==> src/rtl/smx_pkg.sv <==
package smx_pkg;

  localparam int MAX_CH_DEF = 64;
  localparam int SCORE_W    = 16;
  localparam int PROB_W     = 16;
  localparam int CCNT_W     = 7;
  localparam int K_W        = 13;
  localparam int K_MAX      = 4096;
  localparam int E_W        = 17;
  localparam int ACC_W      = 64;
  localparam int QUO_W      = 33;
  localparam int EXP_BITS   = 13;

  localparam logic [ACC_W-1:0] Q62_ONE = 64'h4000_0000_0000_0000;

  typedef enum logic [3:0] {
    B_IDLE, B_RD, B_SUB, B_BIT, B_MUL, B_FIN, D_RD, D_INIT, D_STEP, D_OUT
  } back_state_t;

  typedef struct packed {
    logic [SCORE_W-1:0] max;
    logic [CCNT_W-1:0]  n;
    logic               bank;
  } col_desc_t;

  typedef struct packed {
    logic               en;
    logic               bank;
    logic [CCNT_W-1:0]  slot;
    logic [SCORE_W-1:0] data;
  } score_wr_t;

  // Truncated Q2.62 product, evaluated only for constants.
  function automatic logic [ACC_W-1:0] mul_q62(logic [ACC_W-1:0] a, logic [ACC_W-1:0] b);
    logic [2*ACC_W-1:0] p;
    p = {64'd0, a} * {64'd0, b};
    return p[125:62];
  endfunction

  // exp(-1/256) by the alternating Taylor series to order ten.
  function automatic logic [ACC_W-1:0] exp_base();
    logic [ACC_W-1:0] s;
    logic [ACC_W-1:0] t;
    s = Q62_ONE;
    t = Q62_ONE;
    t = (t >> 8) / 1;  s = s - t;
    t = (t >> 8) / 2;  s = s + t;
    t = (t >> 8) / 3;  s = s - t;
    t = (t >> 8) / 4;  s = s + t;
    t = (t >> 8) / 5;  s = s - t;
    t = (t >> 8) / 6;  s = s + t;
    t = (t >> 8) / 7;  s = s - t;
    t = (t >> 8) / 8;  s = s + t;
    t = (t >> 8) / 9;  s = s - t;
    t = (t >> 8) / 10; s = s + t;
    return s;
  endfunction

  // Base raised to 2^i by repeated truncated squaring.
  function automatic logic [ACC_W-1:0] exp_pow(int i);
    logic [ACC_W-1:0] b;
    b = exp_base();
    for (int j = 0; j < i; j++) begin
      b = mul_q62(b, b);
    end
    return b;
  endfunction

  localparam logic [ACC_W-1:0] EXP_POW [16] = '{
    exp_pow(0), exp_pow(1), exp_pow(2), exp_pow(3), exp_pow(4), exp_pow(5),
    exp_pow(6), exp_pow(7), exp_pow(8), exp_pow(9), exp_pow(10), exp_pow(11),
    exp_pow(12), 64'd0, 64'd0, 64'd0
  };

endpackage

==> src/rtl/smx_queue.sv <==
module smx_queue (
  input  logic               clk,
  input  logic               rst_n,
  input  logic               push,
  input  smx_pkg::col_desc_t push_data,
  output logic               full,
  output logic               valid,
  output smx_pkg::col_desc_t head,
  input  logic               pop
);
  import smx_pkg::*;

  col_desc_t  ent_r [2];
  logic       wr_r, wr_nxt;
  logic       rd_r, rd_nxt;
  logic [1:0] cnt_r, cnt_nxt;

  assign full  = cnt_r == 2'd2;
  assign valid = cnt_r != 2'd0;
  assign head  = ent_r[rd_r];

  always_comb begin
    wr_nxt  = wr_r ^ push;
    rd_nxt  = rd_r ^ pop;
    cnt_nxt = cnt_r + 2'(push) - 2'(pop);
  end

  always_ff @(posedge clk) begin
    if (push) begin
      ent_r[wr_r] <= push_data;
    end
  end

  always_ff @(posedge clk) begin
    if (!rst_n) begin
      wr_r  <= 1'b0;
      rd_r  <= 1'b0;
      cnt_r <= '0;
    end else begin
      wr_r  <= wr_nxt;
      rd_r  <= rd_nxt;
      cnt_r <= cnt_nxt;
    end
  end

  a_no_overflow: assert property (@(posedge clk) disable iff (!rst_n)
    full |-> !push || pop) else $error("column queue overflow");
  a_no_underflow: assert property (@(posedge clk) disable iff (!rst_n)
    pop |-> valid) else $error("column queue underflow");
  a_count_step: assert property (@(posedge clk) disable iff (!rst_n)
    (push && !pop) |=> cnt_r == $past(cnt_r) + 2'd1) else $error("queue count slip");

endmodule

==> config.mk <==
export PLATFORM = sky130hd
export DESIGN_NAME = smx_queue
export DESIGN_NICKNAME = d
export VERILOG_FILES = /design/src/rtl/smx_pkg.sv /design/src/rtl/smx_queue.sv
export SDC_FILE = /design/constraint.sdc
export NUM_CORES = 1
export LEC_CHECK = 0
export ABC_CLOCK_PERIOD_IN_PS = 3800
export BUFFER_PORTS_ARGS = -buffer_cell sky130_fd_sc_hd__buf_2
export CAP_MARGIN = 20
export CELL_PAD_IN_SITES_DETAIL_PLACEMENT = 0
export CELL_PAD_IN_SITES_GLOBAL_PLACEMENT = 1
export CORE_UTILIZATION = 45
export CTS_CLUSTER_SIZE = 12
export DETAILED_ROUTE_END_ITERATION = 7
export PLACE_DENSITY = 0.91
export SETUP_SLACK_MARGIN = 0.5
export SYNTH_ARGS = -nofsm -noshare
export SYNTH_HDL_FRONTEND = slang
export SYNTH_SLANG_ARGS = --single-unit
==> constraint.sdc <==
create_clock -name clk -period 3.8 [get_ports clk]
set_clock_uncertainty 0.15 [all_clocks]
set_input_delay 0.38 -clock clk [delete_from_list [all_inputs] [get_ports clk]]
set_output_delay 0.38 -clock clk [all_outputs]
set_load 0.02 [all_outputs]
==> impl_metrics.ini, run 1 <==
[outcome]
status = finished, final reports clean

[final_layout]
antenna_cells = 0
fin_nets = 188
nFillCells = 341
area_delta_synth_final_pct = 20.5
layout_commonest_cell = buf_2
drive_above_1_share = 0.554
mostFrequentLayoutCells = 53 x buf_2, 48 x edfxtp_1, 20 x mux2_4, 5 x dfxtp_1, 5 x clkbuf_8

[sta]
worst_pin_slew_ns = 0.644
slew_viol_final = 0
rsz0062_at_grt = false
fmax_mhz = 410
setup_viol_count_final = 0
fin_ws_ns = 1.36
period_share = 0.641
slew_headroom = 0.570
tns_ns = 0
fin_crit_ns = 2.44
hold_viol_final = 0

[critical_path]
rrSetupSlack_ns = 2.38
crit_fanout = 13
path_class = flop to output pin
worst_r2r_endpoint = ent_r[1][13]
cp.required_ns = 3.27
crit_arrival_ns = 1.91
critPathLaunchType = flop
critPathCaptureType = output pin
r2r_start = wr_r
reg2regPathDepth = 2

[die]
rows = 24
coreArea_sq_mm = 0.00438
io-pin-count = 54
dieArea_sq_mm = 0.00489
start_util = 0.473
die_w_um = 69.9
die_h_um = 69.9

[placement]
portBuffers = 53
gp_congestion = 0.665
post-place-ws_ns = 1.66
dp_hpwl_um = 2280

[clock_tree]
htree_levels = 2
post_cts_buffers = 0
tritoncts = done
cts_inserted_buffers = 5
clock_latency_ns = 0.29
root_buffer = clkbuf_8
cts-resized-gates = 0
clock_path_buffers = 2
clock-sinks = 53
ctsHoldBuffers = 0
clkTransAtPathRegs_ns = 0.09

[synth]
syn_nets = 128
synth_compound_area_frac = 0
synth_top_area_share = 0.695
yosysTopAreaCell = edfxtp_1
yosys.area_share.adder = 0.0241
synthSimpleGateAreaFrac = 0.0211
synth_cell_types = 13
ys_ff_latch = 53
ys_seq_area_frac = 0.743
synth_mux_area_frac = 0.166
syn_area_per_cell_sq_um = 21.6
synth_area_sq_mm = 0.00207
yosysWarningCount = 0
synth_top_family_by_area = multiplexers
syn_inst = 96
synthTopCellsByArea = edfxtp_1 69%, mux2_4 14%, dfxtp_1 4.8%
synth_xor_area_frac = 0.0151

[global_routing]
antenna_found_initial = 0
grt_util_all_layers = 0.140
grt_pass1_wl_um = 5120
grt_max_degree = 25
overflow = 0
grt_pass1_vias = 1028

[pwr]
p_leak_nw = 1.01
p_per_area_mw_per_mm2 = 480
ir_drop_mv = 0.243

[routing]
drt-pass1-iter-count = 4
postRouteAntennaNets = 0
wire_per_inst_um = 15.3
vias = 1008
drt_wl_total_um = 3200
drtIter0Drc = 49
post-route-drc-count = 0
vias_per_cell = 4.82

[worst_hold_path]
holdPathStages = 1
hold_end = ent_r[0][5]
min_from = push_data[5]
hp-class = input pin to flop

[job]
cap_violations = 0
==> stage by stage <==
stage / cell area (sq um) / utilization / std cells / total power, mW / hold WS, ns
2_1_floorplan: 2070 / - / 96 / 0.855 / 0.329
3_3_place_gp: 2360 / 0.539 / 199 / 0.902 / 0.378
3_5_place_dp: 2360 / 0.539 / 199 / 0.912 / 0.421
4_1_cts: 2440 / 0.558 / 207 / 1.21 / 0.105
5_1_grt: 2500 / 0.570 / 209 / 1.26 / 0.0990
6_report: 2500 / 0.570 / 209 / 1.20 / 0.118
==> worst max-delay path: stages (launching register included) <==
cell,delay (ns)
dfxtp_1,0.74
buf_4,0.38
mux2_4,0.32
buf_2,0.16
==> per-layer routing <==
layer,GRT usage,wire [um],up-vias
met4,0.0600,33,0
met2,0.239,1740,38
met5,0,0,-
met3,0.0462,199,4
met1,0.161,1220,486
li1,-,-,480
==> registers in the layout, indices dropped and copies added (netlist names), named ones only <==
signal / cells
ent_r: 48
cnt_r: 2
wr_r: 1
rd_r: 1
==> Yosys cell counts <==
master,number
edfxtp_1,48
mux2_4,20
dfxtp_1,5
ha_1,4
mux2_2,4
and2_1,3
inv_1,3
nor2b_1,3
buf_12,2
buf_6,1
or2_2,1
xnor3_1,1
xor2_1,1
==> report_power, final <==
part,switching (mW),total [mW],leakage [nW],internal [mW]
clock network,0.167,0.297,0.0385,0.131
registers,0.0183,0.697,0.492,0.678
logic,0.103,0.206,0.482,0.104
==> cell families after synthesis <==
| group | count (synthesis) |
|---|---|
| buffers and inverters | 6 |
| DFF | 53 |
| muxes | 24 |
| adders and majority gates | 4 |
| xor gates and xnor gates | 2 |
| and+or+nand+nor | 7 |
==> worst max-delay path by stage <==
stage / slack (ns) / start / depth (start not counted) / end
floorplan: 2.24 / push / 1 / ent_r[0][0]
global placement: 1.72 / flop / 3 / head[13]
detailed placement: 1.66 / flop / 3 / head[17]
CTS: 1.32 / flop / 3 / head[17]
global route: 1.26 / flop / 3 / head[17]
finish: 1.36 / flop / 3 / head[17]
==> final cells by class <==
type | instances | area, sq um | area share
Clock buffer | 7 | 76.3 | 0.0305
Clock inverter | 1 | 7.51 | 0.00300
Inverter | 3 | 11.3 | 0.00450
Multi-Input combinational cell | 37 | 470 | 0.188
Sequential cell | 53 | 1540 | 0.617
Tap cell | 52 | 65.1 | 0.0260
Timing Repair Buffer | 56 | 328 | 0.131
Power figures use the tool's default switching activity.
==> inputs of run 2 (changes only) <==
- ABC_AREA: not set -> 1
- ABC_CLOCK_PERIOD_IN_PS: 3800 -> 2250
- CORE_UTILIZATION: 45 -> 43
- PLACE_DENSITY: 0.91 -> 0.89
- clock period: 3.8 -> 2.25 ns (I/O delays scaled with it)
==> impl_metrics.ini, run 2 <==
[outcome]
status = complete, but fails checks
violations = design-rule violations

[synth]
syn_area_per_cell_sq_um = 19.9
synth_common_cells = 48 x edfxtp_1, 20 x mux2_4, 7 x inv_1
async_flop_share = 0
synthTopCellsByArea = edfxtp_1 70%, mux2_4 15%, dfxtp_1 4.8%
synth_area_sq_mm = 0.00207
synth_top_flop_cell = edfxtp_1
yosysTopAreaCell = edfxtp_1
synth_edf_count = 48
synth_top_area_share = 0.696
synth_most_common_cell = edfxtp_1
syn_inst = 104
ys_ff_latch = 53
ys_seq_area_frac = 0.744
yosysWarningCount = 0
synth_cell_types = 13
syn_nets = 136

[global_routing]
grt_pass1_wl_um = 5710
grt_max_degree = 21
grt_util_all_layers = 0.154
overflow = 0
grt_pass1_vias = 1292
antenna_found_initial = 0

[die]
io-pin-count = 54
start_util = 0.460
die_h_um = 71.4
coreArea_sq_mm = 0.00450
dieArea_sq_mm = 0.00510
rows = 24
die_w_um = 71.4

[clock_tree]
clock_path_buffers = 2
clock-sinks = 53
cts_inserted_buffers = 5
clkTransAtPathRegs_ns = 0.09
tritoncts = done
clock_latency_ns = 0.30
root_buffer = clkbuf_8
htree_levels = 2

[routing]
drt-pass1-iter-count = 6
post-route-drc-count = 6
drtIter0Drc = 52
wire_per_inst_um = 14.5
postRouteAntennaNets = 0
drt_wl_total_um = 3530
vias = 1143
vias_per_cell = 4.68

[sta]
tns_ns = 0
slew_headroom = 0.705
period_share = 0.775
hold_viol_final = 0
slew_viol_final = 0
fmax_mhz = 573
rsz0062_at_grt = true
fin_crit_ns = 1.74
setup_viol_count_final = 0
worst_pin_slew_ns = 0.442

[final_layout]
layout_commonest_cell = buf_2
drive_above_1_share = 0.469
design_area_sq_mm = 0.00282
mostFrequentLayoutCells = 50 x buf_2, 48 x edfxtp_1, 25 x dlygate4sd3_1, 20 x mux2_4, 7 x inv_1
largest_reg_flops = 48
area_delta_synth_final_pct = 36.1
fin_nets = 223
top_register = ent_r
largestRegisters = ent_r (48), cnt_r (2)
fin_cells = 244
fin_util = 0.626
antenna_cells = 0

[placement]
place_area_sq_mm = 0.00240
dp_hpwl_um = 2320
dp_cells = 209
portBuffers = 53
gp_congestion = 0.674

[pwr]
ir_drop_mv = 0.495
p_per_area_mw_per_mm2 = 773
p_leak_nw = 1.16
power_mw = 2.18

[critical_path]
critPathCaptureType = output pin
path_class = flop to output pin
critPathLaunchType = flop
reg2regPathDepth = 8
crit_arrival_ns = 1.37
cp.depth = 3
worst_r2r_endpoint = cnt_r[1]
critical_path.top_delay_family = flip-flops
crit_slowest_cell = dfxtp_4
r2r_start = cnt_r[0]
crit_chain = buf_8 > mux2_2 > buf_2
crit_fanout = 7
worstSetupEndpoint = head[2]
slowest_delay_ns = 0.42
cp.required_ns = 1.88
rrSetupSlack_ns = 0.78
critPathBufInv = 2

[worst_hold_path]
hp-class = input pin to flop

[job]
cap_violations = 0
## run 2: kinds of logic (layout without fill, tap and decap cells)
logic type / after synthesis / in the layout / synth area share
adder cells (fa/ha/maj): 4 / 4 / 0.0242
multiplexers: 24 / 24 / 0.167
flip-flops: 53 / 53 / 0.744
buffers and inverters: 10 / 98 / 0.0375
AND/OR/NAND/NOR: 11 / 11 / 0.0205
AO/OA/AOI/OAI: 1 / 1 / 0.00241
XOR/XNOR: 1 / 1 / 0.00423
## run 2: what timing repair did
item                                    in CTS  in global routing
buffers inserted                             1                  0
gates cloned                                 1                  0
pin swaps                                    0                  0
resized for setup                            7                  3
hold endpoints to repair                    49                  0
hold buffers                                25                  0
endpoints found under the setup margin      24                 14
## run 2: worst min-delay path by stage
stage	endpoint	cells past startpoint	start	slack, ns
after floorplan	cnt_r[0]	2	rst_n	0.17
after global placement	ent_r[0][1]	1	push_data[1]	0.26
after detailed placement	ent_r[1][6]	1	push_data[6]	0.27
after CTS	flop	3	pop	0.07
after global routing	flop	3	pop	0.11
final	flop	3	pop	0.08
## run 2: metrics by stage
| stage | hold slack [ns] | setup slack, ns |
|---|---|---|
| after floorplan | 0.168 | 0.731 |
| final | 0.0799 | 0.505 |
| after global routing | 0.113 | 0.460 |
| after global placement | 0.263 | 0.594 |
| after CTS | 0.0666 | 0.494 |
| after detailed placement | 0.267 | 0.562 |
## run 2: cell type report
type,count,area [sq um]
timing repair buffer,83,621
clock buffer,5,68.8
fill,334,1690
clock inverter,3,41.3
inverter,7,26.3
multi-input combinational,41,452
tap,52,65.1
sequential,53,1550
## run 2: per-layer routing
layer,GRT usage,part of all wire,up-vias,routed length [um]
met3,0.0492,0.055,7,195
met2,0.286,0.53,41,1890
met1,0.163,0.40,539,1400
li1,-,-,556,-
met4,0.0556,0.014,0,51
met5,0,0,-,0
## run 2: worst reg2reg max path: cells and delay by family (launching register included)
family | cells | cell delay, ns
adder cells (fa/ha/maj) | 2 | 0.46
flip-flops | 1 | 0.35
buffers and inverters | 3 | 0.17
AO/OA/AOI/OAI | 1 | 0.12
AND/OR/NAND/NOR | 2 | 0.11
## run 2: report_power, final
group | leakage (nW) | switching [mW] | internal (mW)
Sequential | 0.493 | 0.0226 | 1.14
Clock | 0.0518 | 0.291 | 0.327
Combinational | 0.617 | 0.193 | 0.202
==> inputs of run 3 (changes only) <==
- ABC_AREA: 1 -> 0
- ABC_CLOCK_PERIOD_IN_PS: 2250 -> 1520
- CORE_UTILIZATION: 43 -> 39
- PLACE_DENSITY: 0.89 -> 0.85
- clock period: 2.25 -> 1.52 ns (I/O delays scaled with it)
==> impl_metrics.ini, run 3 (synthesized netlist as in run 1, its figures left out) <==
[final_layout]
largest_reg_flops = 48
drive_above_1_share = 0.578
design_area_sq_mm = 0.00319
top_register = ent_r
fin_nets = 224
fin_util = 0.624
area_delta_synth_final_pct = 53.7
mostFrequentLayoutCells = 48 x edfxtp_1, 30 x buf_6, 28 x buf_2, 25 x dlygate4sd3_1, 24 x mux2_4
antenna_cells = 0
layout_commonest_cell = edfxtp_1
largestRegisters = ent_r (48), cnt_r (2)

[placement]
place_area_sq_mm = 0.00246
dp_hpwl_um = 2220
gp_congestion = 0.649
portBuffers = 53

[global_routing]
grt_pass1_wl_um = 5420
overflow = 0
grt.met2_usage = 0.269
grt_util_met3 = 0.0321
top_usage_layer = met2
grt_util_all_layers = 0.140
grt_pass1_vias = 1171
grt_max_degree = 16
use_met1 = 0.146
antenna_found_initial = 0

[critical_path]
critPathCaptureType = output pin
critPathLaunchType = flop
path_class = flop to output pin
r2r_start = cnt_r[0]
rrSetupSlack_ns = 0.18
crit_arrival_ns = 1.29
cp.required_ns = 1.22
crit_fanout = 10
worst_r2r_endpoint = cnt_r[1]
reg2regPathDepth = 6

[die]
coreArea_sq_mm = 0.00511
start_util = 0.406
io-pin-count = 54
rows = 26
dieArea_sq_mm = 0.00561
die_w_um = 74.9
die_h_um = 74.9

[sta]
slew_viol_final = 0
hold_viol_final = 0
fin_crit_ns = 1.60
setup_viol_count_final = 24
fmax_mhz = 626
rsz0062_at_grt = true
period_share = 1.05
worst_pin_slew_ns = 0.157
slew_headroom = 0.895
fin_ws_ns = -0.0763

[routing]
drtIter0Drc = 77
drt_wl_total_um = 3840
post-route-drc-count = 0
postRouteAntennaNets = 0
drt-pass1-iter-count = 4
wire_per_inst_um = 14.6
vias = 1134
vias_per_cell = 4.33

[worst_hold_path]
holdPathStages = 3
hp-class = input pin to flop
min_from = push
hold_end = wr_r

[pwr]
p_per_area_mw_per_mm2 = 1040
p_leak_nw = 1.27
ir_drop_mv = 0.523

[job]
cap_violations = 0

[clock_tree]
tritoncts = done
cts_inserted_buffers = 5
clkTransAtPathRegs_ns = 0.08
clock-sinks = 53
clock_latency_ns = 0.29
htree_levels = 2
root_buffer = clkbuf_8
clock_path_buffers = 2

[outcome]
violations = negative setup slack
status = complete, but fails checks
==> run 3: cell count changes in the layout (fill, tap and decap cells not counted), moves of 4 or more <==
cell	change
buf_12	+4
mux2_4	+4
buf_2	-22
ha_1	-4
nand2_1	-5
inv_1	-7
ha_4	+4
nor2_1	-5
buf_6	+28
mux2_2	-4
==> run 3: how the worst max path moves through the flow <==
stage and endpoint:
2_1_floorplan cnt_r[1], 3_3_place_gp cnt_r[1], 3_5_place_dp cnt_r[1], 4_1_cts head[0]
5_1_grt head[17], 6_report head[17]
==> run 3: through the flow <==
| step | hold WS [ns] | cells | TNS [ns] | setup WS (ns) | power, mW |
|---|---|---|---|---|---|
| final | 0.0824 | 262 | -1.39 | -0.0763 | 3.31 |
| after global routing | 0.0933 | 262 | -2.49 | -0.126 | 3.46 |
| after CTS | 0.0699 | 259 | -2.04 | -0.111 | 3.25 |
| after detailed placement | 0.193 | 218 | 0 | 0.183 | 2.32 |
| after global placement | 0.191 | 218 | 0 | 0.219 | 2.30 |
| after floorplan | 0.101 | 96 | 0 | 0.241 | 2.16 |
==> run 3: area by class of cell <==
class	instances	area [sq um]
multi-input combinational	37	548
tap	70	87.6
clock inverter	2	11.3
timing repair buffer	92	908
sequential	53	1550
clock buffer	5	68.8
fill	376	1920
inverter	3	13.8
==> run 3: worst max-delay path, stage by stage, from the launching register on <==
cell     delay [ns]
dfxtp_4        0.40
buf_12         0.15
mux2_4         0.30
buf_2          0.16
==> run 3: layer usage <==
metal,part of all wire,vias up
met5,0,-
met4,0.011,0
met3,0.026,4
met2,0.58,31
met1,0.38,544
li1,-,555
==> run 3: report_power, final <==
part	internal (mW)	switching [mW]	total (mW)
sequential	1.70	0.0425	1.74
clock	0.310	0.406	0.716
combinational	0.515	0.336	0.852
total	2.53	0.785	3.31
==> run 3: repair_timing <==
item                                   4_1_cts  5_1_grt
resized for setup                           36       37
pin swaps                                    1        1
setup endpoints to repair                   76       76
buffers inserted                             8        2
endpoints found under the hold margin       53        0
gates cloned                                 1        1
hold buffers                                25        0
