`src/rtl/smx_pkg.sv`:
```
package smx_pkg;

  localparam int MAX_CH_DEF = 64;
  localparam int SCORE_W    = 16;
  localparam int PROB_W     = 16;
  localparam int CCNT_W     = 7;
  localparam int K_W        = 13;
  localparam int K_MAX      = 4096;
  localparam int E_W        = 17;
  localparam int ACC_W      = 64;
  localparam int QUO_W      = 33;
  localparam int EXP_BITS   = 13;

  localparam logic [ACC_W-1:0] Q62_ONE = 64'h4000_0000_0000_0000;

  typedef enum logic [3:0] {
    B_IDLE, B_RD, B_SUB, B_BIT, B_MUL, B_FIN, D_RD, D_INIT, D_STEP, D_OUT
  } back_state_t;

  typedef struct packed {
    logic [SCORE_W-1:0] max;
    logic [CCNT_W-1:0]  n;
    logic               bank;
  } col_desc_t;

  typedef struct packed {
    logic               en;
    logic               bank;
    logic [CCNT_W-1:0]  slot;
    logic [SCORE_W-1:0] data;
  } score_wr_t;

  // Truncated Q2.62 product, evaluated only for constants.
  function automatic logic [ACC_W-1:0] mul_q62(logic [ACC_W-1:0] a, logic [ACC_W-1:0] b);
    logic [2*ACC_W-1:0] p;
    p = {64'd0, a} * {64'd0, b};
    return p[125:62];
  endfunction

  // exp(-1/256) by the alternating Taylor series to order ten.
  function automatic logic [ACC_W-1:0] exp_base();
    logic [ACC_W-1:0] s;
    logic [ACC_W-1:0] t;
    s = Q62_ONE;
    t = Q62_ONE;
    t = (t >> 8) / 1;  s = s - t;
    t = (t >> 8) / 2;  s = s + t;
    t = (t >> 8) / 3;  s = s - t;
    t = (t >> 8) / 4;  s = s + t;
    t = (t >> 8) / 5;  s = s - t;
    t = (t >> 8) / 6;  s = s + t;
    t = (t >> 8) / 7;  s = s - t;
    t = (t >> 8) / 8;  s = s + t;
    t = (t >> 8) / 9;  s = s - t;
    t = (t >> 8) / 10; s = s + t;
    return s;
  endfunction

  // Base raised to 2^i by repeated truncated squaring.
  function automatic logic [ACC_W-1:0] exp_pow(int i);
    logic [ACC_W-1:0] b;
    b = exp_base();
    for (int j = 0; j < i; j++) begin
      b = mul_q62(b, b);
    end
    return b;
  endfunction

  localparam logic [ACC_W-1:0] EXP_POW [16] = '{
    exp_pow(0), exp_pow(1), exp_pow(2), exp_pow(3), exp_pow(4), exp_pow(5),
    exp_pow(6), exp_pow(7), exp_pow(8), exp_pow(9), exp_pow(10), exp_pow(11),
    exp_pow(12), 64'd0, 64'd0, 64'd0
  };

endpackage

```
`src/rtl/smx_if.sv`:
```
interface smx_in_if;
  logic                        valid;
  logic                        ready;
  logic signed [15:0]          score;
  modport source (output valid, output score, input ready);
  modport sink (input valid, input score, output ready);
endinterface


interface smx_cfg_if;
  logic       valid;
  logic       ready;
  logic [6:0] channel_count;
  modport source (output valid, output channel_count, input ready);
  modport sink (input valid, input channel_count, output ready);
endinterface

```
`src/rtl/smx_front.sv`:
```
module smx_front #(
  parameter int MAX_CHANNELS = smx_pkg::MAX_CH_DEF
) (
  input  logic                 clk,
  input  logic                 rst_n,
  smx_in_if.sink               in_ch,
  smx_cfg_if.sink              cfg_ch,
  input  logic                 q_full,
  output logic                 q_push,
  output smx_pkg::col_desc_t   q_data,
  output smx_pkg::score_wr_t   wr
);
  import smx_pkg::*;

  logic [CCNT_W-1:0]  cc_r, cc_nxt;
  logic [CCNT_W-1:0]  cnt_r, cnt_nxt;
  logic [SCORE_W-1:0] max_r, max_nxt;
  logic               bank_r, bank_nxt;
  logic [CCNT_W-1:0]  n_eff;
  logic [SCORE_W-1:0] new_max;
  logic               acc_in;
  logic               last;

  assign in_ch.ready  = !q_full;
  assign cfg_ch.ready = 1'b1;
  assign acc_in = in_ch.valid && in_ch.ready;

  always_comb begin
    priority if (cc_r == '0) begin
      n_eff = CCNT_W'(1);
    end else if (cc_r > CCNT_W'(MAX_CHANNELS)) begin
      n_eff = CCNT_W'(MAX_CHANNELS);
    end else begin
      n_eff = cc_r;
    end
  end

  assign new_max = ($signed(in_ch.score) > $signed(max_r)) ? in_ch.score : max_r;
  assign last    = (cnt_r + CCNT_W'(1)) == n_eff;

  assign wr.en   = acc_in;
  assign wr.bank = bank_r;
  assign wr.slot = cnt_r;
  assign wr.data = in_ch.score;

  assign q_push      = acc_in && last;
  assign q_data.max  = new_max;
  assign q_data.n    = n_eff;
  assign q_data.bank = bank_r;

  always_comb begin
    cc_nxt   = cc_r;
    cnt_nxt  = cnt_r;
    max_nxt  = max_r;
    bank_nxt = bank_r;
    if (cfg_ch.valid) begin
      // A new count drops any partial column.
      cc_nxt  = cfg_ch.channel_count;
      cnt_nxt = '0;
      max_nxt = 16'h8000;
    end else if (acc_in) begin
      if (last) begin
        cnt_nxt  = '0;
        max_nxt  = 16'h8000;
        bank_nxt = !bank_r;
      end else begin
        cnt_nxt = cnt_r + CCNT_W'(1);
        max_nxt = new_max;
      end
    end
  end

  always_ff @(posedge clk) begin
    if (!rst_n) begin
      cc_r   <= CCNT_W'(64);
      cnt_r  <= '0;
      max_r  <= 16'h8000;
      bank_r <= 1'b0;
    end else begin
      cc_r   <= cc_nxt;
      cnt_r  <= cnt_nxt;
      max_r  <= max_nxt;
      bank_r <= bank_nxt;
    end
  end

endmodule

```
`src/flat_wrapper.sv`:
```
// flat-port wrapper written by rule: the top's interface ports become plain ports
module smx_front_flat import smx_pkg::*;
#(
  parameter int MAX_CHANNELS = smx_pkg::MAX_CH_DEF
)
  (clk, rst_n, q_full, q_push, q_data, wr, in_ch_valid, in_ch_score, in_ch_ready, cfg_ch_valid, cfg_ch_channel_count, cfg_ch_ready);
  smx_in_if in_ch_i ();
  smx_cfg_if cfg_ch_i ();
  input  logic clk;
  input  logic rst_n;
  input  logic q_full;
  output logic q_push;
  output smx_pkg::col_desc_t q_data;
  output smx_pkg::score_wr_t wr;
  input wire logic [$bits(in_ch_i.valid)-1:0] in_ch_valid;
  input wire logic [$bits(in_ch_i.score)-1:0] in_ch_score;
  output wire logic [$bits(in_ch_i.ready)-1:0] in_ch_ready;
  input wire logic [$bits(cfg_ch_i.valid)-1:0] cfg_ch_valid;
  input wire logic [$bits(cfg_ch_i.channel_count)-1:0] cfg_ch_channel_count;
  output wire logic [$bits(cfg_ch_i.ready)-1:0] cfg_ch_ready;
  assign in_ch_i.valid = in_ch_valid;
  assign in_ch_i.score = in_ch_score;
  assign in_ch_ready = in_ch_i.ready;
  assign cfg_ch_i.valid = cfg_ch_valid;
  assign cfg_ch_i.channel_count = cfg_ch_channel_count;
  assign cfg_ch_ready = cfg_ch_i.ready;
  smx_front #(.MAX_CHANNELS(MAX_CHANNELS)) u_core (.clk(clk), .rst_n(rst_n), .in_ch(in_ch_i), .cfg_ch(cfg_ch_i), .q_full(q_full), .q_push(q_push), .q_data(q_data), .wr(wr));
endmodule
```
`config.mk`:
```
export PLATFORM = sky130hd
export DESIGN_NAME = smx_front_flat
export DESIGN_NICKNAME = d
export VERILOG_FILES = /design/src/rtl/smx_pkg.sv /design/src/rtl/smx_if.sv /design/src/rtl/smx_front.sv /design/src/flat_wrapper.sv
export SDC_FILE = /design/constraint.sdc
export NUM_CORES = 1
export LEC_CHECK = 0
export BUFFER_PORTS_ARGS = -buffer_cell sky130_fd_sc_hd__buf_2
export CELL_PAD_IN_SITES_DETAIL_PLACEMENT = 0
export CELL_PAD_IN_SITES_GLOBAL_PLACEMENT = 1
export CORE_MARGIN = 8
export CORE_UTILIZATION = 37
export DETAILED_ROUTE_END_ITERATION = 8
export HOLD_SLACK_MARGIN = 0.02
export PLACE_DENSITY = 0.87
export SYNTH_ARGS = -nofsm -noshare
export SYNTH_HDL_FRONTEND = slang
export SYNTH_SLANG_ARGS = --single-unit
export TNS_END_PERCENT = 30
```
`constraint.sdc`:
```
create_clock -name clk -period 4.9 [get_ports clk]
set_clock_uncertainty 0.1 [all_clocks]
set_input_delay 0.98 -clock clk [delete_from_list [all_inputs] [get_ports clk]]
set_output_delay 0.98 -clock clk [all_outputs]
set_load 0.1 [all_outputs]
```
==> results of run 1 <==
## layout make-up
class                           instances  share of cell area
Multi-Input combinational cell        185               0.505
Sequential cell                        31               0.217
Timing Repair Buffer                   83               0.186
Tap cell                               77              0.0337
Inverter                               23              0.0302
Clock buffer                            7              0.0267
Clock inverter                          1             0.00175
## layout by cell type, fill, tap and decap left out, drive strengths merged, types with 7 or more instances in the layout
cell type / instances
clkbuf: 7
o32ai: 15
ha: 17
nor4: 7
mux2: 15
nand2: 31
buf: 83
a21oi: 12
dfxtp: 31
inv: 23
nor2: 14
## synth_stat cells, drive strengths merged, types with 4 or more instances
cell type	instances	area, um^2
nor2b	5	31.3
and3	5	31.3
buf	26	194
a21oi	12	60.1
nor2	14	52.6
nand3	6	30.0
nand2	31	116
ha	17	213
mux2i	6	60.1
clkbuf	10	37.5
o32ai	15	214
inv	23	86.3
nor3	4	20.0
dfxtp	31	621
o21ai	6	30.0
mux2	15	169
nor4	7	43.8
## state kept, by name (all words and copies together), names as in the netlist
| register | cells |
|---|---|
| u_core.bank_r | 1 |
| u_core.cc_r | 7 |
| u_core.cnt_r | 7 |
| u_core.max_r | 16 |
## path summary, 6_finish.rpt
path                         from               end  depth (start not counted)
setup reg to reg  u_core.cnt_r[0]  u_core.max_r[12]                          8
hold reg to reg     u_core.bank_r     u_core.bank_r                          2
setup / recovery  in_ch_score[13]        q_data[12]                          9
hold / removal      u_core.bank_r     u_core.bank_r                          2
## layer usage
| layer | share of wire | up-vias |
|---|---|---|
| met3 | 0.090 | 8 |
| li1 | - | 1078 |
| met2 | 0.48 | 66 |
| met1 | 0.42 | 992 |
| met5 | 0 | - |
| met4 | 0.011 | 0 |
## per-stage QoR
stage	util	setup WS, ps	instance area (um^2)	hold WS, ps
after floorplan	-	-79.4	2380	367
after global placement	0.443	531	2780	381
after detailed placement	0.443	461	2780	397
after CTS	0.456	445	2860	407
after global routing	0.456	269	2860	433
final	0.456	431	2860	396
## worst max-delay path, cell delays in order
cell and delay, ps:
sky130_fd_sc_hd__buf_2 120, sky130_fd_sc_hd__ha_1 310, sky130_fd_sc_hd__a21o_1 180, sky130_fd_sc_hd__a2111oi_0 440
sky130_fd_sc_hd__o31ai_1 170, sky130_fd_sc_hd__o31ai_2 320, sky130_fd_sc_hd__buf_4 230, sky130_fd_sc_hd__mux2_2 350
sky130_fd_sc_hd__buf_2 290
## report_power, final
part	total (W)	internal, W	switching (W)
Sequential	0.000266	0.000259	0.00000752
Combinational	0.000317	0.0000803	0.000237
Clock	0.000195	0.0000996	0.0000956
Total	0.000779	0.000439	0.000340
## logic make-up after synthesis
| group | after synthesis | synth area share |
|---|---|---|
| and+or+nand+nor | 86 | 0.182 |
| buffers and inverters | 59 | 0.134 |
| AOI/OAI and AO/OA | 54 | 0.201 |
| DFF | 31 | 0.261 |
| muxes | 21 | 0.0964 |
| adders and majority gates | 18 | 0.0938 |
| xor gates and xnor gates | 5 | 0.0300 |
| other | 1 | 0.00158 |
==> impl_table.tex, run 1 <==
\begin{tabular}{lr}
\hline
Metric & Value \\
\hline
\multicolumn{2}{l}{\textbf{Status}} \\
Result of the run & finished, final reports clean \\
\multicolumn{2}{l}{\textbf{STA}} \\
Slew HR & 0.239 \\
Slew at the pin closest to its max-slew limit & 1140 ps \\
Max-slew violation total from the final report & 0 \\
Final Hold Viols & 0 \\
Setup TNS & 0 ps \\
Top achievable clock speed & 224 MHz \\
Unrepaired setup endpoints after global routing & false \\
Final Cycle Share & 0.912 \\
Setup-violating endpoint count in the final report & 0 \\
Minimum clock period after layout & 4470 ps \\
\multicolumn{2}{l}{\textbf{Floorplan}} \\
FP Rows & 29 \\
I/O pin cnt & 80 \\
Effective utilization at floorplan & 0.378 \\
Area of the die & 9240 um\^{}2 \\
Die boundary width & 96.1 um \\
Core ar. & 6280 um\^{}2 \\
Height of the chip & 96.1 um \\
\multicolumn{2}{l}{\textbf{Layout}} \\
Fillers & 622 \\
Number of nets in the finished design & 374 \\
Post-route non-filler standard cell count & 407 \\
Fraction of final layout cells sized beyond drive strength 1 & 0.370 \\
FF+latch area & 621 um\^{}2 \\
Area Overhead vs Synth & 20.5\% \\
Total area of multi-input combinational cells & 1440 um\^{}2 \\
Number of inserted diodes & 0 \\
\multicolumn{2}{l}{\textbf{Clock network}} \\
Quantity of gates resized following cts & 0 \\
Count of buffers added by post-CTS timing repair for setup & 0 \\
Number of buffers on the longest clock path & 2 \\
Cell at the root of the clock tree & sky130\_fd\_sc\_hd\_\_clkbuf\_8 \\
Clock slew at reported path FFs & 60 ps \\
Clock tree from TritonCTS & built \\
Clock sink count & 31 \\
Number of buffers added to fix hold violations after cts & 0 \\
Worst-skew pair later-pin latency & 280 ps \\
Clock buffers created by TritonCTS & 5 \\
Depth of the CTS H-tree & 2 \\
\multicolumn{2}{l}{\textbf{Global routing}} \\
Number of antenna violations at the first check in global routing & 0 \\
Global-route wire length before repair & 10000 um \\
Met3 GRT Util & 0.0382 \\
Total global routing track utilization & 0.135 \\
Global-route track usage on met1 & 0.150 \\
Total global routing overflow & 0 \\
Global routing usage on met2 & 0.244 \\
Highest-utilization routing layer at the global route stage & met2 \\
Maximum number of pins on one net before global-route repair & 27 \\
Vias in the first global route & 2189 \\
\multicolumn{2}{l}{\textbf{Worst hold path}} \\
Hold WC Path Type & reg2reg \\
\multicolumn{2}{l}{\textbf{Logic synthesis}} \\
Sequential cell area fraction in the yosys report & 0.261 \\
YS warnings & 0 \\
Commonest register cell after synthesis & sky130\_fd\_sc\_hd\_\_dfxtp\_1 \\
EDFF count, synth & 0 \\
Post-synthesis area per instance & 8.64 um\^{}2 \\
Ys async rst share & 0 \\
Post-synthesis instance area & 2370 um\^{}2 \\
Synth unique cells & 51 \\
Instance count of the mapped netlist & 275 \\
Post-synthesis sequential element count & 31 \\
Post-Synthesis Net Count & 320 \\
\multicolumn{2}{l}{\textbf{Worst setup path}} \\
Reg-to-reg setup timing slack & 1630 ps \\
CP Class & in2out \\
Type of element launching the critical path & input pin \\
Kind of capture point of the worst setup path & output pin \\
Maximum fanout count along the critical path & 9 \\
Data required time at the worst endpoint & 3820 ps \\
Worst path arrival time & 3390 ps \\
\multicolumn{2}{l}{\textbf{Route}} \\
DR pass1 iterations & 4 \\
Number of antenna-violating nets in the routed design & 0 \\
Number of vias in the routed layout & 2144 \\
Wire per inst & 15.1 um \\
Drc violations & 0 \\
Overall routed net length & 6140 um \\
Via-per-instance ratio & 5.27 \\
Initial DRC count & 76 \\
\multicolumn{2}{l}{\textbf{Pwr}} \\
Overall power & 0.000779 W \\
Worst voltage drop across the vdd grid & 0.160 mV \\
LEAKAGE & 1.28 nW \\
Total power density per cell area & 272 nW/um\^{}2 \\
\multicolumn{2}{l}{\textbf{Placement}} \\
Placed cells & 399 \\
Port-buffer cells & 78 \\
Total half-perimeter wirelength after legalization and detailed placement & 4750 um \\
Global placement routability congestion & 0.858 \\
\multicolumn{2}{l}{\textbf{Run}} \\
Max\_cap viols & 0 \\
\hline
\end{tabular}
(Power assumes the default switching activity.)
==> run 2: changes to the inputs <==
PLACE_DENSITY = 0.9   (was 0.87)
clock period = 5.1 ns   (was 4.9 ns; I/O delays follow)
==> impl_table.tex, run 2 (same netlist as run 1, synthesis figures left out) <==
\begin{tabular}{lr}
\hline
Metric & Value \\
\hline
\multicolumn{2}{l}{\textbf{STA}} \\
Slew at the pin closest to its max-slew limit & 1180 ps \\
Final worst setup slack & 517 ps \\
Slew HR & 0.210 \\
Minimum clock period after layout & 4580 ps \\
Unrepaired setup endpoints after global routing & false \\
Final Cycle Share & 0.899 \\
Final Hold Viols & 0 \\
Setup-violating endpoint count in the final report & 0 \\
Top achievable clock speed & 218 MHz \\
Max-slew violation total from the final report & 0 \\
Smallest hold slack & 407 ps \\
Setup TNS & 0 ps \\
\multicolumn{2}{l}{\textbf{Layout}} \\
FF+latch area & 621 um\^{}2 \\
Most common library cell in the layout ignoring fill and taps & sky130\_fd\_sc\_hd\_\_buf\_2 \\
Number of inserted diodes & 0 \\
Registers with the most flip-flops & u\_core.max\_r (16), u\_core.cc\_r (7), u\_core.cnt\_r (7) \\
Utilization of the core after routing & 0.474 \\
Most used cells in the layout excluding fill and tap cells & 62 x sky130\_fd\_sc\_hd\_\_buf\_2, 31 x sky130\_fd\_sc\_hd\_\_nand2\_1, 31 x sky130\_fd\_sc\_hd\_\_dfxtp\_1 \\
Fillers & 619 \\
Area Overhead vs Synth & 25.4\% \\
Most flops, register & u\_core.max\_r \\
Max reg flops & 16 \\
Total area of multi-input combinational cells & 1440 um\^{}2 \\
Number of nets in the finished design & 372 \\
Post-route cell area & 2980 um\^{}2 \\
Fraction of final layout cells sized beyond drive strength 1 & 0.363 \\
\multicolumn{2}{l}{\textbf{Clock network}} \\
Number of buffers on the longest clock path & 2 \\
Clock sink count & 31 \\
Quantity of gates resized following cts & 0 \\
Worst-skew pair later-pin latency & 290 ps \\
Cell at the root of the clock tree & sky130\_fd\_sc\_hd\_\_clkbuf\_8 \\
Clock slew at reported path FFs & 70 ps \\
Count of buffers added by post-CTS timing repair for setup & 0 \\
Clock buffers created by TritonCTS & 5 \\
Depth of the CTS H-tree & 2 \\
Clock tree from TritonCTS & built \\
Number of buffers added to fix hold violations after cts & 0 \\
\multicolumn{2}{l}{\textbf{Route}} \\
Number of vias in the routed layout & 2179 \\
Initial DRC count & 77 \\
Via-per-instance ratio & 5.38 \\
Overall routed net length & 6140 um \\
Number of antenna-violating nets in the routed design & 0 \\
Wire per inst & 15.2 um \\
DR pass1 iterations & 4 \\
Drc violations & 0 \\
\multicolumn{2}{l}{\textbf{Pwr}} \\
Part of the total power dissipated in sequential elements & 0.331 \\
Fraction of power spent switching nets & 0.431 \\
Internal power component & 0.000440 W \\
Total power density per cell area & 260 nW/um\^{}2 \\
Worst voltage drop across the vdd grid & 0.140 mV \\
Reported net switching power & 0.000334 W \\
Clock share of power & 0.248 \\
LEAKAGE & 1.32 nW \\
Gate power share & 0.422 \\
\multicolumn{2}{l}{\textbf{Floorplan}} \\
Core ar. & 6280 um\^{}2 \\
FP Rows & 29 \\
Die boundary width & 96.1 um \\
I/O pin cnt & 80 \\
Area of the die & 9240 um\^{}2 \\
Effective utilization at floorplan & 0.378 \\
Height of the chip & 96.1 um \\
\multicolumn{2}{l}{\textbf{Worst setup path}} \\
Crit-path slowest cell & sky130\_fd\_sc\_hd\_\_a2111oi\_0 \\
Data required time at the worst endpoint & 3980 ps \\
Maximum fanout count along the critical path & 10 \\
CP Class & in2out \\
Delay of the slowest cell on the worst path & 540 ps \\
Kind of capture point of the worst setup path & output pin \\
Critical path, cell by cell & buf\_2 -> ha\_1 -> a21o\_1 -> a2111oi\_0 -> o31ai\_1 -> o31ai\_2 -> buf\_4 -> mux2\_2 -> buf\_12 \\
Type of element launching the critical path & input pin \\
Worst path arrival time & 3460 ps \\
\multicolumn{2}{l}{\textbf{Status}} \\
Result of the run & finished, final reports clean \\
\multicolumn{2}{l}{\textbf{Global routing}} \\
Global-route wire length before repair & 9920 um \\
Number of antenna violations at the first check in global routing & 0 \\
Maximum number of pins on one net before global-route repair & 27 \\
Total global routing track utilization & 0.134 \\
Vias in the first global route & 2140 \\
Total global routing overflow & 0 \\
\multicolumn{2}{l}{\textbf{Placement}} \\
DP Worst Slack & 596 ps \\
Dpl cell area & 2900 um\^{}2 \\
Global placement routability congestion & 0.838 \\
Total half-perimeter wirelength after legalization and detailed placement & 4640 um \\
Port-buffer cells & 78 \\
\multicolumn{2}{l}{\textbf{Worst hold path}} \\
Hold WC Path Type & reg2reg \\
\multicolumn{2}{l}{\textbf{Run}} \\
Max\_cap viols & 0 \\
\hline
\end{tabular}
-- run 2: changes by cell type in the layout (fill, tap and decap cells not counted) --
cell	change
sky130_fd_sc_hd__buf_4	-2
sky130_fd_sc_hd__buf_2	-9
sky130_fd_sc_hd__buf_12	+9
sky130_fd_sc_hd__o21ai_2	-1
sky130_fd_sc_hd__o21ai_1	+1
-- run 2: routing by layer --
| metal | share of wire | vias to the layer above | track usage |
|---|---|---|---|
| li1 | - | 1063 | - |
| met1 | 0.42 | 1029 | 0.156 |
| met2 | 0.48 | 80 | 0.233 |
| met3 | 0.097 | 7 | 0.0413 |
| met4 | 0.0068 | 0 | 0.0333 |
| met5 | 0 | - | 0 |
-- run 2: power groups by stage --
stage | logic [W] | registers, W | clock network [W]
6_report | 0.000326 | 0.000256 | 0.000192
5_1_grt | 0.000343 | 0.000257 | 0.000209
4_1_cts | 0.000329 | 0.000256 | 0.000194
3_5_place_dp | 0.000328 | 0.000261 | 0
3_3_place_gp | 0.000326 | 0.000261 | 0
2_1_floorplan | 0.000247 | 0.000260 | 0
-- run 2: final timing paths --
check                           depth (start not counted)              end  slack (ps)             from
worst min-delay path                                    2  u_core.max_r[2]         410  u_core.max_r[2]
worst min register to register                          2  u_core.max_r[2]         410  u_core.max_r[2]
worst max-delay path                                    9       q_data[21]         520  in_ch_score[13]
worst max register to register                          7  u_core.max_r[0]        1650  u_core.cnt_r[0]
-- run 2: stage by stage --
stage	std cells	power [W]
global route	405	0.000809
CTS	405	0.000779
finish	405	0.000774
detailed placement	397	0.000590
global placement	397	0.000587
floorplan	275	0.000507
-- run 2: cell type report --
type | count | share of cell area
flip-flops and latches | 31 | 0.208
clock buffers | 7 | 0.0256
multi-input cells | 185 | 0.484
repair buffers | 81 | 0.219
well taps | 77 | 0.0324
clock inverters | 1 | 0.00168
inverters | 23 | 0.0290
-- run 2: critical path, delay by kind of cell --
family | cells | cell delay [ps]
AO/OA/AOI/OAI | 4 | 1220
adder cells (fa/ha/maj) | 1 | 300
buffers and inverters | 3 | 530
multiplexers | 1 | 380
